### config.mk
export PLATFORM = sky130hd
export DESIGN_NAME = ibt_cell
export DESIGN_NICKNAME = d
export VERILOG_FILES = /design/src/rtl/ibt_pkg.sv /design/src/rtl/ibt_cell.sv
export SDC_FILE = /design/constraint.sdc
export NUM_CORES = 1
export LEC_CHECK = 0
export ABC_CLOCK_PERIOD_IN_PS = 1890
export BUFFER_PORTS_ARGS = -buffer_cell sky130_fd_sc_hd__buf_2
export CORE_MARGIN = 2
export CORE_UTILIZATION = 40
export DETAILED_ROUTE_END_ITERATION = 7
export PLACE_DENSITY = 0.78
export SLEW_MARGIN = 0
export SYNTH_ARGS = -nofsm -noshare
export SYNTH_HDL_FRONTEND = slang
export SYNTH_SLANG_ARGS = --single-unit
### constraint.sdc
create_clock -name clk -period 1.89 [get_ports clk]
set_input_delay 0.378 -clock clk [delete_from_list [all_inputs] [get_ports clk]]
set_output_delay 0.378 -clock clk [all_outputs]
set_load 0.01 [all_outputs]
### src/rtl/ibt_pkg.sv
// shared types and constants for the interval booking table
package ibt_pkg;

    localparam int TIME_W   = 30;
    localparam int STATUS_W = 2;
    localparam int USED_W   = 7;

    // result status codes
    localparam logic [STATUS_W-1:0] ST_BOOKED  = 2'd0;
    localparam logic [STATUS_W-1:0] ST_OVERLAP = 2'd1;
    localparam logic [STATUS_W-1:0] ST_FULL    = 2'd2;

    // one half-open interval [start, end)
    typedef struct packed {
        logic [TIME_W-1:0] start_time;
        logic [TIME_W-1:0] end_time;
    } interval_t;

    // per-cycle controls broadcast to every cell
    typedef struct packed {
        logic cmp_en;
        logic shift_en;
    } cell_ctrl_t;

endpackage

### src/rtl/ibt_cell.sv
// one table cell: holds a stored interval, checks it against a request, shifts on insert
module ibt_cell #(
    parameter int INDEX = 0,
    parameter int CNT_W = 7
) (
    input  logic                 clk,
    input  ibt_pkg::cell_ctrl_t  ctrl,
    input  logic [CNT_W-1:0]     count,
    input  ibt_pkg::interval_t   req,
    input  ibt_pkg::interval_t   prev,
    output ibt_pkg::interval_t   entry,
    output logic                 hit
);

    ibt_pkg::interval_t entry_reg;
    logic               hit_reg;
    logic               active;
    logic               overlap;

    // cell holds a live entry when its position is below the fill level
    assign active  = CNT_W'(INDEX) < count;
    assign overlap = (entry_reg.end_time > req.start_time)
                  && (req.end_time > entry_reg.start_time);

    // capture the compare result for the decision cycle
    always_ff @(posedge clk)
    begin
        if (ctrl.cmp_en)
        begin
            hit_reg <= active && overlap;
        end
    end

    // take the neighbor's interval when a new one is pushed in at the head
    always_ff @(posedge clk)
    begin
        if (ctrl.shift_en)
        begin
            entry_reg <= prev;
        end
    end

    assign entry = entry_reg;
    assign hit   = hit_reg;

endmodule

; After elaboration in Yosys (flattened, before gate mapping)
; Cells that the tools add are included.
[totals]
reg_bits = 61
inputBits = 130
[classes]
order_cmp = 3
reduce_logical = 2
[op_table]
columns = op, n
row1 = 30-bit > comparator, 2
row2 = 1-bit by 7-bit < comparator with 1-bit output (first input constant), 1
row3 = 1-bit logical AND, 2

; Depth between registers and ports, before layout
; Gate-level depths: netlist (run 1).
[logic_depth]
ltp_word = 3
ltp_mapped = 7

; Worst setup path after synthesis (run 1)
; Ideal clock, no wire load.
[synth_timing]
path_type = flip-flop to flip-flop
startpoint = register entry_reg, in the netlist entry[47]
endpoint = register hit_reg, in the netlist hit, data pin
setup_time_ns = 0.269
arrival_time_ns = 1.735
setup_slack_ns = -0.115
stages_incl_launch_ff = 8
path_buffers = 0
synth_period_minus_slack_ns = 2.005
path_cell_list = edfxtp_1 > inv_1 > ha_1 > a21oi_2 > o21ai_1 > a221o_1 > a2111oi_4 > a211oi_2
[synth_between]
elab_chain_cells = 3
[synth_lines]
columns = item, line_no
row1 = from (decl), ibt_cell.sv:15  ; ibt_pkg::interval_t entry_reg;
row2 = from (signal assigned), ibt_cell.sv:39  ; entry_reg <= prev;
row3 = 30-bit > comparator, ibt_cell.sv:23  ; && (req.end_time > entry_reg.start_time);
row4 = 1-bit logical AND, ibt_cell.sv:23
row5 = 1-bit logical AND, ibt_cell.sv:30  ; hit_reg <= active && overlap;
row6 = to (signal assigned), ibt_cell.sv:30
row7 = to (decl), ibt_cell.sv:16  ; logic hit_reg;
; No other way between the ends.
; A chain may end at the register's enable or synchronous reset.

; Final worst setup path (run 1)
[layout_timing]
startpoint = register entry_reg, in the netlist entry[51]
endpoint = register hit_reg, in the netlist hit, data pin
; The elaborated chain is that of the path after synthesis.

==> summary.txt, run 1 <==
Starting density of the core - 0.413
Switch share - 0.255
Die Outline Area - 9230 um2
Most frequently used flop master after synthesis - sky130_fd_sc_hd__edfxtp_1
Register-to-register setup slack - -0.11 ns
Number of buffers inserted by port buffering - 190
Data required time of the worst path - 1.96 ns
Antenna violations before repair - 0
Antenna diode instance count - 0
Cell row count - 33
Remaining routing DRC violations - 0
Min-Delay Path Class - in2reg
Source-to-sink clock delay at the later pin of the worst-skew pair - 0.33 ns
Metal2 WL - 4490 um
Timing-limited maximum frequency - 0.501 GHz
Leading cell type by number of instances after synthesis - sky130_fd_sc_hd__inv_1
Final setup vio count - 1
Worst Slack Setup Final - -0.106 ns
Final slew viol count - 0
Multi-input gate area in the final layout - 1390 um2
Slew of the pin with the lowest slew margin - 0.348 ns
Count of cells along the worst hold path - 1
ANT nets after route - 0
Critical-path maximum fanout - 2
Worst ir drop on vdd - 0.581 mV
Worst path cell trace - inv_2 -> ha_4 -> and4_1 -> a221o_1 -> a2111oi_4 -> a211oi_2
Number of fill cells - 714
Vertical extent of the die - 96.1 um
Synth Area in Adders - 0.221
Max-slew headroom at the worst pin - 0.766
Count of max-cap constraint violations - 0
Yosys Warn Count - 0
Number of flops mapped to enable cells by yosys - 61
Sequential cell area fraction in the yosys report - 0.540
Skew final - 0.00587 ns
Area Overhead vs Synth - 43.4%
Drt first pass iters - 5
Ratio of cells with drive above 1 in the final layout - 0.463
Total number of H-tree levels - 3
Footprint of the flip-flops and latches - 1830 um2
Yosys top cell area share - 0.540
Switching power summed over all nets - 0.927 mW
Average size of a mapped cell - 12.2 um2
Cell variety after synth - 32
Data arrival, critical path - 2.07 ns
Synth Net Count - 469
Most used standard cells in the synthesized netlist - 62 x sky130_fd_sc_hd__inv_1, 61 x sky130_fd_sc_hd__edfxtp_1, 60 x sky130_fd_sc_hd__ha_1
Run status - finished, violations left
Leak - 2.49 nW
Start-to-end type of the worst setup path - reg2reg
Multiplexer area fraction after synthesis - 0
Endpoint kind of the worst setup timing path - register
Floorplan Core Area - 8220 um2
Clock tree from TritonCTS - yes
Via-to-Cell Ratio - 4.75
Total via count in the routed design - 2866
Minimum clock period - 2.00 ns
Share of total power in combinational logic - 0.201
Combinational family with the most area after synthesis - adder cells
Buffer and inverter count on the worst path - 1
Clk slew on worst S/H paths - 0.07 ns
Max reg flops - 60
First-pass GRT wire length - 12300 um
CP max stage delay - 0.42 ns
Start point of the worst min-delay path - prev[35]
Leading area contributor after synthesis - sky130_fd_sc_hd__edfxtp_1
Power density cells - 748 nW/um2
Quantity of hold-fixing buffers added after cts - 0
Synthesized instance count - 279
Routed wirelength normalized by instance count - 14.0 um
Crit share post-route - 1.06
Violated checks - negative setup slack
Critical Path Start - entry[51]$_DFFE_PP_
Placer Congestion - 0.784
Total standard cell area after synthesis - 3390 um2
Element type at the critical path start - register
Hold_ws - 0.219 ns
Library cell contributing the largest single delay on the critical path - sky130_fd_sc_hd__edfxtp_1
End of the worst register-to-register path - hit$_DFFE_PP_
Share of total power in sequential cells - 0.459
Root Driver - sky130_fd_sc_hd__clkbuf_8
Final setup TNS - -0.106 ns
Number of synthesized register bits - 61
Origin of the critical flop-to-flop path - entry[51]$_DFFE_PP_
Largest cells by area after synthesis - sky130_fd_sc_hd__edfxtp_1 54%, sky130_fd_sc_hd__ha_1 22%, sky130_fd_sc_hd__inv_1 6.9%
Synthesized-area fraction occupied by xor and xnor cells - 0
Compound-Gate Fraction of Synth Area - 0.0930
Buffer depth of the longest clock path - 2
Detailed Route Iter0 Violations - 79
Number of nets in the final layout - 684
Die width - 96.1 um
Cts bufs inserted - 9
Clock sink count - 61
Ys async rst share - 0
Count of boundary I/O pins - 191
Setup slack after placement - -0.215 ns
Overall overflow remaining after global route - 0
Total length of routed met3 wires - 524 um
Maximum number of pins on one net before global-route repair - 61
Number of global-route vias before repair - 2920
Cell-internal power - 2.71 mW
Met1 routed wirelength after detailed routing - 3250 um
Highest metal layer used by the detailed router - met4
Total routed wirelength - 8430 um
Synth Area in Simple Gates - 0.0768
Worst Reg2Reg Path Length in Cells - 6
Logic depth of the worst setup path including buffers - 6
RSZ-0062 raised after global routing - true
Overall fraction of global-route tracks in use - 0.175
Crit path max-delay family - compound AO/OA/AOI/OAI gates
CP endpoint - hit$_DFFE_PP_
Final Hold Fails - 0
HPWL after detailed placement - 6930 um
Clock network fraction of total power - 0.341
-- power groups by stage --
stage	Clock [mW]	Sequential, mW	Combinational, mW
2_1_floorplan	0	1.75	0.286
3_3_place_gp	0	1.69	0.676
3_5_place_dp	0	1.70	0.712
4_1_cts	1.27	1.67	0.725
5_1_grt	1.33	1.68	0.824
6_report	1.24	1.67	0.730
-- logic make-up (layout without fill, tap and decap cells) --
logic type      after synthesis  after routing
compound gates               48             48
fa+ha+maj                    60             60
buf+inv                      62            282
flops                        61             61
simple gates                 48             48
-- worst min path at each step --
stage	slack [ns]	end
2_1_floorplan	0.48	entry[0]$_DFFE_PP_
3_3_place_gp	0.55	entry[35]$_DFFE_PP_
3_5_place_dp	0.56	entry[4]$_DFFE_PP_
4_1_cts	0.20	entry[7]$_DFFE_PP_
5_1_grt	0.19	entry[21]$_DFFE_PP_
6_report	0.22	entry[35]$_DFFE_PP_
-- cell type report --
cell class / instances / area share
flip-flops and latches: 61 / 0.377
well taps: 105 / 0.0270
inverters: 62 / 0.0479
clock buffers: 11 / 0.0270
repair buffers: 204 / 0.220
multi-input cells: 156 / 0.286
clock inverters: 5 / 0.0154
-- repair_timing --
action	in CTS	in global routing
setup endpoints to repair	1	1
buffers inserted	0	2
gates resized for setup	4	4
pin swaps	1	3
-- layer usage --
metal | vias up | track usage
li1 | 1444 | -
met1 | 1300 | 0.190
met2 | 105 | 0.319
met3 | 17 | 0.0540
met4 | 0 | 0.0607
met5 | - | 0
-- through the flow --
stage	utilization	cell area (um2)	instances	total power [mW]
2_1_floorplan	-	3390	279	2.03
3_3_place_gp	0.557	4580	586	2.36
3_5_place_dp	0.557	4580	586	2.41
4_1_cts	0.586	4810	602	3.66
5_1_grt	0.592	4860	604	3.83
6_report	0.592	4860	604	3.64
-- cells in the final DEF (no fill, tap or decap), types with 2 or more instances in the layout --
cell type                   instances
sky130_fd_sc_hd__ha_1              56
sky130_fd_sc_hd__nand4_1           11
sky130_fd_sc_hd__o21ai_0            6
sky130_fd_sc_hd__a21o_1             3
sky130_fd_sc_hd__clkbuf_8           9
sky130_fd_sc_hd__buf_2            190
sky130_fd_sc_hd__bufinv_16          2
sky130_fd_sc_hd__ha_4               4
sky130_fd_sc_hd__nor2_1             4
sky130_fd_sc_hd__nor4_2             2
sky130_fd_sc_hd__a21oi_1           25
sky130_fd_sc_hd__nand3_1            9
sky130_fd_sc_hd__clkinv_2           3
sky130_fd_sc_hd__edfxtp_1          61
sky130_fd_sc_hd__inv_1             61
sky130_fd_sc_hd__clkbuf_1           2
sky130_fd_sc_hd__a21oi_2            2
sky130_fd_sc_hd__nand2_1           11
sky130_fd_sc_hd__buf_4             13
sky130_fd_sc_hd__nor4_1             2
Note: power is estimated with default switching activity, not from simulation.
==> run 2, diff against run 1 <==
--- a/config.mk
+++ b/config.mk
@@ -5,7 +5,7 @@
 export SDC_FILE = /design/constraint.sdc
 export NUM_CORES = 1
 export LEC_CHECK = 0
-export ABC_CLOCK_PERIOD_IN_PS = 1890
+export ABC_CLOCK_PERIOD_IN_PS = 1700
 export BUFFER_PORTS_ARGS = -buffer_cell sky130_fd_sc_hd__buf_2
 export CORE_MARGIN = 2
 export CORE_UTILIZATION = 40
==> constraint.sdc (replaced) <==
create_clock -name clk -period 1.7 [get_ports clk]
set_input_delay 0.34 -clock clk [delete_from_list [all_inputs] [get_ports clk]]
set_output_delay 0.34 -clock clk [all_outputs]
set_load 0.01 [all_outputs]
==> run 2 against run 1 <==
Against the previous run: the flow still finishes with violations (negative setup slack); flip-flop and latch count stayed put; die area unchanged; cell count is 1.5% higher; critical endpoint unchanged; combinational power is 15% higher.
==> summary.txt, run 2 (same netlist as run 1, synthesis figures left out) <==
Switching power summed over all nets - 1.04 mW (+13%)
Number of fill cells - 709 (-0.70%)
HPWL after detailed placement - 6810 um (-1.8%)
Hold_ws - 0.178 ns (-0.0410 ns)
Ratio of cells with drive above 1 in the final layout - 0.476 (+0.0135)
Total number of H-tree levels - 3 (unchanged)
Setup slack after placement - -0.385 ns (-0.169 ns)
First-pass GRT wire length - 12900 um (+5.2%)
Number of buffers inserted by port buffering - 190 (unchanged)
Violated checks - negative setup slack
Max-slew headroom at the worst pin - 0.779 (+0.0133)
Endpoint kind of the worst setup timing path - register
Total via count in the routed design - 2885 (+0.66%)
Data required time of the worst path - 1.77 ns (-0.19 ns)
Worst ir drop on vdd - 0.622 mV (+7.1%)
Data arrival, critical path - 2.07 ns (about the same)
Maximum number of pins on one net before global-route repair - 61 (unchanged)
Leak - 2.51 nW (+0.62%)
Minimum clock period - 2.00 ns (+0.00763 ns)
Cts bufs inserted - 9 (unchanged)
Cell-internal power - 2.74 mW (+0.93%)
Cell row count - 33 (unchanged)
Leading cell types in the layout, fill and taps excluded - 190 x sky130_fd_sc_hd__buf_2, 61 x sky130_fd_sc_hd__edfxtp_1, 59 x sky130_fd_sc_hd__inv_1, 55 x sky130_fd_sc_hd__ha_1, 25 x sky130_fd_sc_hd__a21oi_1
Die Outline Area - 9230 um2 (unchanged)
Max reg flops - 60 (unchanged)
Overall overflow remaining after global route - 0 (unchanged)
Final slew viol count - 0 (unchanged)
Antenna violations before repair - 0 (unchanged)
Number of nets in the final layout - 693 (+1.3%)
Antenna diode instance count - 0 (unchanged)
Crit share post-route - 1.18 (+0.123)
Buffer count from post-CTS setup fixing - 0 (unchanged)
Starting density of the core - 0.413 (unchanged)
Floorplan Core Area - 8220 um2 (unchanged)
Min-Delay Path Class - in2reg
Overall power after layout - 3.78 mW (+3.9%)
Via-to-Cell Ratio - 4.71 (-0.81%)
Placer Congestion - 0.779 (-0.65%)
Switch share - 0.276 (+0.0212)
RSZ-0062 raised after global routing - true
Count of max-cap constraint violations - 0 (unchanged)
Routed wirelength normalized by instance count - 13.7 um (-2.2%)
Root Driver - sky130_fd_sc_hd__clkbuf_8
Share of total power in combinational logic - 0.221 (+0.020)
Overall fraction of global-route tracks in use - 0.182 (+0.00751)
Timing-limited maximum frequency - 0.499 GHz (-0.38%)
Final setup vio count - 1 (unchanged)
Total routed wirelength - 8370 um (-0.71%)
Critical-path maximum fanout - 2 (unchanged)
Clock sink count - 61 (unchanged)
Worst Slack Setup Final - -0.304 ns (-0.198 ns)
Start-to-end type of the worst setup path - reg2reg
Remaining routing DRC violations - 0 (unchanged)
Count of boundary I/O pins - 191 (unchanged)
Power density cells - 773 nW/um2 (+3.2%)
Drt first pass iters - 4 (-1)
Element type at the critical path start - register
Leading cell type in the layout, fill and taps excluded - sky130_fd_sc_hd__buf_2
Quantity of hold-fixing buffers added after cts - 0 (unchanged)
Final setup TNS - -0.304 ns (-0.198 ns)
Skew final - 0.00725 ns (+0.00138 ns)
Area Overhead vs Synth - 44.3%
Clock tree from TritonCTS - yes
Share of total power in sequential cells - 0.490 (+0.031)
Final Hold Fails - 0 (unchanged)
Source-to-sink clock delay at the later pin of the worst-skew pair - 0.33 ns (about the same)
ANT nets after route - 0 (unchanged)
Detailed Route Iter0 Violations - 56 (-29%)
Clock network fraction of total power - 0.288 (-0.053)
Vertical extent of the die - 96.1 um (unchanged)
Run status - finished, violations left
Clk slew on worst S/H paths - 0.08 ns (about the same)
Die width - 96.1 um (unchanged)
Slew of the pin with the lowest slew margin - 0.328 ns (-0.0198 ns)
Number of global-route vias before repair - 3046 (+4.3%)
Buffer depth of the longest clock path - 2 (unchanged)
## run 2: cell count changes in the layout (fill, tap and decap cells not counted)
cell,change
sky130_fd_sc_hd__buf_4,+9
sky130_fd_sc_hd__bufinv_16,-2
sky130_fd_sc_hd__inv_1,-2
sky130_fd_sc_hd__inv_2,+2
sky130_fd_sc_hd__clkinv_2,+1
sky130_fd_sc_hd__clkinvlp_4,+1
sky130_fd_sc_hd__ha_1,-1
sky130_fd_sc_hd__ha_4,+1
sky130_fd_sc_hd__nand2_1,+1
sky130_fd_sc_hd__nand2_2,-1
## run 2: metrics by stage
step	cell area (um2)	std cells	utilization
global placement	4660	597	0.567
finish	4890	613	0.595
global route	4890	613	0.595
detailed placement	4660	597	0.567
floorplan	3390	279	-
CTS	4850	613	0.591
## run 2: per-layer routing
metal,vias to the layer above,GRT usage,share of wire
li1,1462,-,-
met1,1313,0.204,0.40
met2,101,0.338,0.52
met3,9,0.0540,0.066
met4,0,0.0429,0.013
met5,-,0,0
## run 2: power by group through the flow
stage | Clock, mW | Combinational (mW) | Sequential [mW]
6_report | 1.09 | 0.837 | 1.85
5_1_grt | 1.18 | 0.955 | 1.87
4_1_cts | 1.11 | 0.836 | 1.85
3_5_place_dp | 0 | 0.818 | 1.89
3_3_place_gp | 0 | 0.778 | 1.88
2_1_floorplan | 0 | 0.318 | 1.94
## run 2: final cells by class
type                            count  area (um2)  share of cell area
Sequential cell                    61        1830               0.374
Tap cell                          105         131              0.0269
Multi-Input combinational cell    156        1400               0.286
Clock buffer                       11         131              0.0269
Inverter                           62         233              0.0476
Clock inverter                      5        27.5             0.00563
Timing Repair Buffer              213        1140               0.232
## run 2: what timing repair did
action / CTS / global route
pin swaps: 0 / 1
endpoints found under the setup margin: 1 / 1
gates resized for setup: 5 / 5
## run 2: final timing paths
path,from,endpoint,slack (ns),cells after the start
hold reg to reg,entry[29]$_DFFE_PP_,hit$_DFFE_PP_,0.98,4
hold / removal,prev[55],entry[55]$_DFFE_PP_,0.18,1
setup reg to reg,entry[51]$_DFFE_PP_,hit$_DFFE_PP_,-0.30,6
setup / recovery,entry[51]$_DFFE_PP_,hit$_DFFE_PP_,-0.30,6
## run 2: worst max-delay path: stages, from the launching register on
cell and delay, ns:
sky130_fd_sc_hd__edfxtp_1 0.42, sky130_fd_sc_hd__inv_2 0.09, sky130_fd_sc_hd__ha_4 0.19, sky130_fd_sc_hd__and4_1 0.22
sky130_fd_sc_hd__a221o_1 0.39, sky130_fd_sc_hd__a2111oi_4 0.33, sky130_fd_sc_hd__a211oi_2 0.11
==> run 3, diff against run 2 <==
--- a/config.mk
+++ b/config.mk
@@ -7,10 +7,13 @@
 export LEC_CHECK = 0
 export ABC_CLOCK_PERIOD_IN_PS = 1700
 export BUFFER_PORTS_ARGS = -buffer_cell sky130_fd_sc_hd__buf_2
+export CELL_PAD_IN_SITES_DETAIL_PLACEMENT = 1
+export CELL_PAD_IN_SITES_GLOBAL_PLACEMENT = 2
 export CORE_MARGIN = 2
-export CORE_UTILIZATION = 40
+export CORE_UTILIZATION = 24
 export DETAILED_ROUTE_END_ITERATION = 7
-export PLACE_DENSITY = 0.78
+export PLACE_DENSITY = 0.8
+export SKIP_LAST_GASP = 1
 export SLEW_MARGIN = 0
 export SYNTH_ARGS = -nofsm -noshare
 export SYNTH_HDL_FRONTEND = slang
==> constraint.sdc (replaced) <==
create_clock -name clk -period 1.7 [get_ports clk]
set_input_delay 0.255 -clock clk [delete_from_list [all_inputs] [get_ports clk]]
set_output_delay 0.255 -clock clk [all_outputs]
set_load 0.01 [all_outputs]
==> run 3 against run 2 <==
Against the previous run: the run still ends with negative setup slack left; hold slack worse by 0.081 ns; routed wire length up 21%; flip-flop and latch count unchanged; cell count up 16%; clock-buffer cell count unchanged; non-clock buffer count up 24; combinational power up 13%; critical path depth unchanged.
==> summary.txt, run 3 (same netlist as run 1, synthesis figures left out) <==
Antenna violations before repair - 0 (unchanged)
Switch share - 0.255 (-0.0212)
Die Outline Area - 15100 um2 (+64%)
Area Overhead vs Synth - 58.8%
Endpoint kind of the worst setup timing path - register
Worst Reg2Reg Path Length in Cells - 6 (unchanged)
Share of total power in sequential cells - 0.406 (-0.084)
ANT nets after route - 0 (unchanged)
Setup slack after placement - -0.391 ns (-0.00658 ns)
Cts bufs inserted - 9 (unchanged)
Leading cell types in the layout, fill and taps excluded - 190 x sky130_fd_sc_hd__buf_2, 61 x sky130_fd_sc_hd__edfxtp_1, 57 x sky130_fd_sc_hd__inv_1, 52 x sky130_fd_sc_hd__ha_1, 47 x sky130_fd_sc_hd__buf_4
Slew of the pin with the lowest slew margin - 0.474 ns (+0.145 ns)
Antenna diode instance count - 0 (unchanged)
GRT met1 Usage - 0.157 (-0.0466)
Cell-internal power - 3.41 mW (+25%)
Buffer depth of the longest clock path - 2 (unchanged)
Remaining routing DRC violations - 0 (unchanged)
Count of cells along the worst hold path - 1 (unchanged)
Overall overflow remaining after global route - 0 (unchanged)
Detailed Route Iter0 Violations - 75 (+34%)
RSZ-0062 raised after global routing - true
Total routed wirelength - 10100 um (+21%)
Number of buffers inserted by port buffering - 190 (unchanged)
Library cell contributing the largest single delay on the critical path - sky130_fd_sc_hd__edfxtp_1
Leading cell type in the layout, fill and taps excluded - sky130_fd_sc_hd__buf_2
Met3 Resource Use GR - 0.0428 (-0.0113)
Max-slew headroom at the worst pin - 0.684 (-0.0949)
Placer Congestion - 0.678 (-13%)
Via-to-Cell Ratio - 4.19 (-11%)
Final Instance Count excl. Fillers - 712 (+16%)
Start point of the worst min-delay path - prev[40]
Skew final - 0.00493 ns (-0.00232 ns)
First-pass GRT wire length - 15600 um (+21%)
CP max stage delay - 0.38 ns (-0.04 ns)
Start-to-end type of the worst setup path - reg2reg
Maximum number of pins on one net before global-route repair - 34 (-44%)
Source-to-sink clock delay at the later pin of the worst-skew pair - 0.33 ns (about the same)
Element type at the critical path start - register
Inst Count DP - 688 (+15%)
Final Hold Fails - 0 (unchanged)
Ratio of cells with drive above 1 in the final layout - 0.528 (+0.0518)
Overall fraction of global-route tracks in use - 0.136 (-0.0462)
Root Driver - sky130_fd_sc_hd__clkbuf_16
Final setup vio count - 1 (unchanged)
Total number of H-tree levels - 3 (unchanged)
Busiest metal layer after global routing - met2
Routed wirelength normalized by instance count - 14.2 um (+4.2%)
Data required time of the worst path - 1.77 ns (about the same)
Count of max-cap constraint violations - 0 (unchanged)
Clock sink count - 61 (unchanged)
Total via count in the routed design - 2985 (+3.5%)
Max reg flops - 60 (unchanged)
Min-Delay Path Class - in2reg
Minimum clock period - 1.94 ns (-0.0662 ns)
Drt first pass iters - 4 (unchanged)
Run status - finished, violations left
Cell row count - 43 (+30%)
Overall power after layout - 4.58 mW (+21%)
Register-to-register setup slack - -0.24 ns (+0.07 ns)
Clock network fraction of total power - 0.387 (+0.099)
Critical-path maximum fanout - 2 (unchanged)
Number of nets in the final layout - 717 (+3.5%)
Number of global-route vias before repair - 3306 (+8.5%)
Violated checks - negative setup slack
Data arrival, critical path - 2.01 ns (-0.06 ns)
Worst Hold Path EP - entry[40]$_DFFE_PP_
Die width - 123 um (+28%)
Power density cells - 851 nW/um2 (+10%)
Floorplan Core Area - 13800 um2 (+68%)
HPWL after detailed placement - 8420 um (+24%)
Worst path cell trace - inv_1 -> ha_1 -> and4_4 -> a221o_1 -> a2111oi_4 -> a211oi_2
Clock tree from TritonCTS - yes
Switching power summed over all nets - 1.17 mW (+12%)
Crit share post-route - 1.14 (-0.0390)
Vertical extent of the die - 123 um (+28%)
Quantity of hold-fixing buffers added after cts - 0 (unchanged)
Starting density of the core - 0.245 (-0.167)
Timing-limited maximum frequency - 0.516 GHz (+3.4%)
Count of boundary I/O pins - 191 (unchanged)
Origin of the critical flop-to-flop path - entry[49]$_DFFE_PP_
Final setup TNS - -0.237 ns (+0.0662 ns)
Worst ir drop on vdd - 0.497 mV (-20%)
Global Route met2 Usage - 0.232 (-0.106)
Total cell area at the placement stage - 4860 um2 (+4.3%)
Final slew viol count - 0 (unchanged)
Share of total power in combinational logic - 0.207 (-0.014)
Finished layout cell area - 5390 um2 (+10%)
Leak - 2.70 nW (+7.7%)
Worst Slack Setup Final - -0.237 ns (+0.0662 ns)
Clk slew on worst S/H paths - 0.06 ns (-0.02 ns)
End of the worst register-to-register path - hit$_DFFE_PP_
==> run 3: cell count changes in the layout (fill, tap and decap cells not counted), sizes merged <==
cell    previous run  this run
clkinv             4         3
buf              213       237
bufinv             0         1
==> run 3: critical path, delay by kind of cell, from the launching register on <==
kind	cells	cell delay, ns
buffers and inverters	1	0.07
and+or+nand+nor	1	0.18
adders and majority gates	1	0.24
AOI/OAI and AO/OA	3	0.80
DFF	1	0.38
==> run 3: power by group through the flow <==
stage	clock, mW	sequential [mW]	combinational [mW]
final	1.77	1.86	0.949
after global routing	1.91	1.88	1.07
after CTS	1.85	1.86	0.917
after detailed placement	0	1.89	0.875
after global placement	0	1.88	0.841
after floorplan	0	1.94	0.318
==> run 3: metrics by stage <==
stage | util | hold WS, ns
2_1_floorplan | - | 0.354
3_3_place_gp | 0.351 | 0.432
3_5_place_dp | 0.351 | 0.433
4_1_cts | 0.379 | 0.0764
5_1_grt | 0.389 | 0.0761
6_report | 0.389 | 0.0972
==> run 3: worst max path at each step <==
stage                        startpoint            end  slack, ns  depth (start not counted)
floorplan           entry[51]$_DFFE_PP_  hit$_DFFE_PP_      -0.25                          6
global placement                req[41]  hit$_DFFE_PP_      -0.38                          9
detailed placement  entry[11]$_DFFE_PP_  hit$_DFFE_PP_      -0.39                          7
CTS                 entry[47]$_DFFE_PP_  hit$_DFFE_PP_      -0.32                          7
global route        entry[28]$_DFFE_PP_  hit$_DFFE_PP_      -0.35                          7
finish              entry[49]$_DFFE_PP_  hit$_DFFE_PP_      -0.24                          6
==> run 3: per-layer routing <==
layer / share of wire / vias to the layer above / wire length, um
met5: 0 / - / 0
met4: 0.018 / 0 / 181
met3: 0.072 / 12 / 728
met2: 0.51 / 107 / 5160
met1: 0.40 / 1357 / 4060
li1: - / 1509 / -
==> run 3: repair_timing <==
item / CTS / global route
pin swaps: 7 / 15
buffers inserted: 1 / 7
endpoints found under the setup margin: 1 / 1
gates resized for setup: 14 / 16
==> run 3: area by class of cell <==
type | instances | area [um2]
Clock inverter | 5 | 51.3
Fill cell | 1607 | 8440
Sequential cell | 61 | 1830
Tap cell | 180 | 225
Timing Repair Buffer | 237 | 1300
Multi-Input combinational cell | 156 | 1510
Inverter | 62 | 233
Clock buffer | 11 | 233
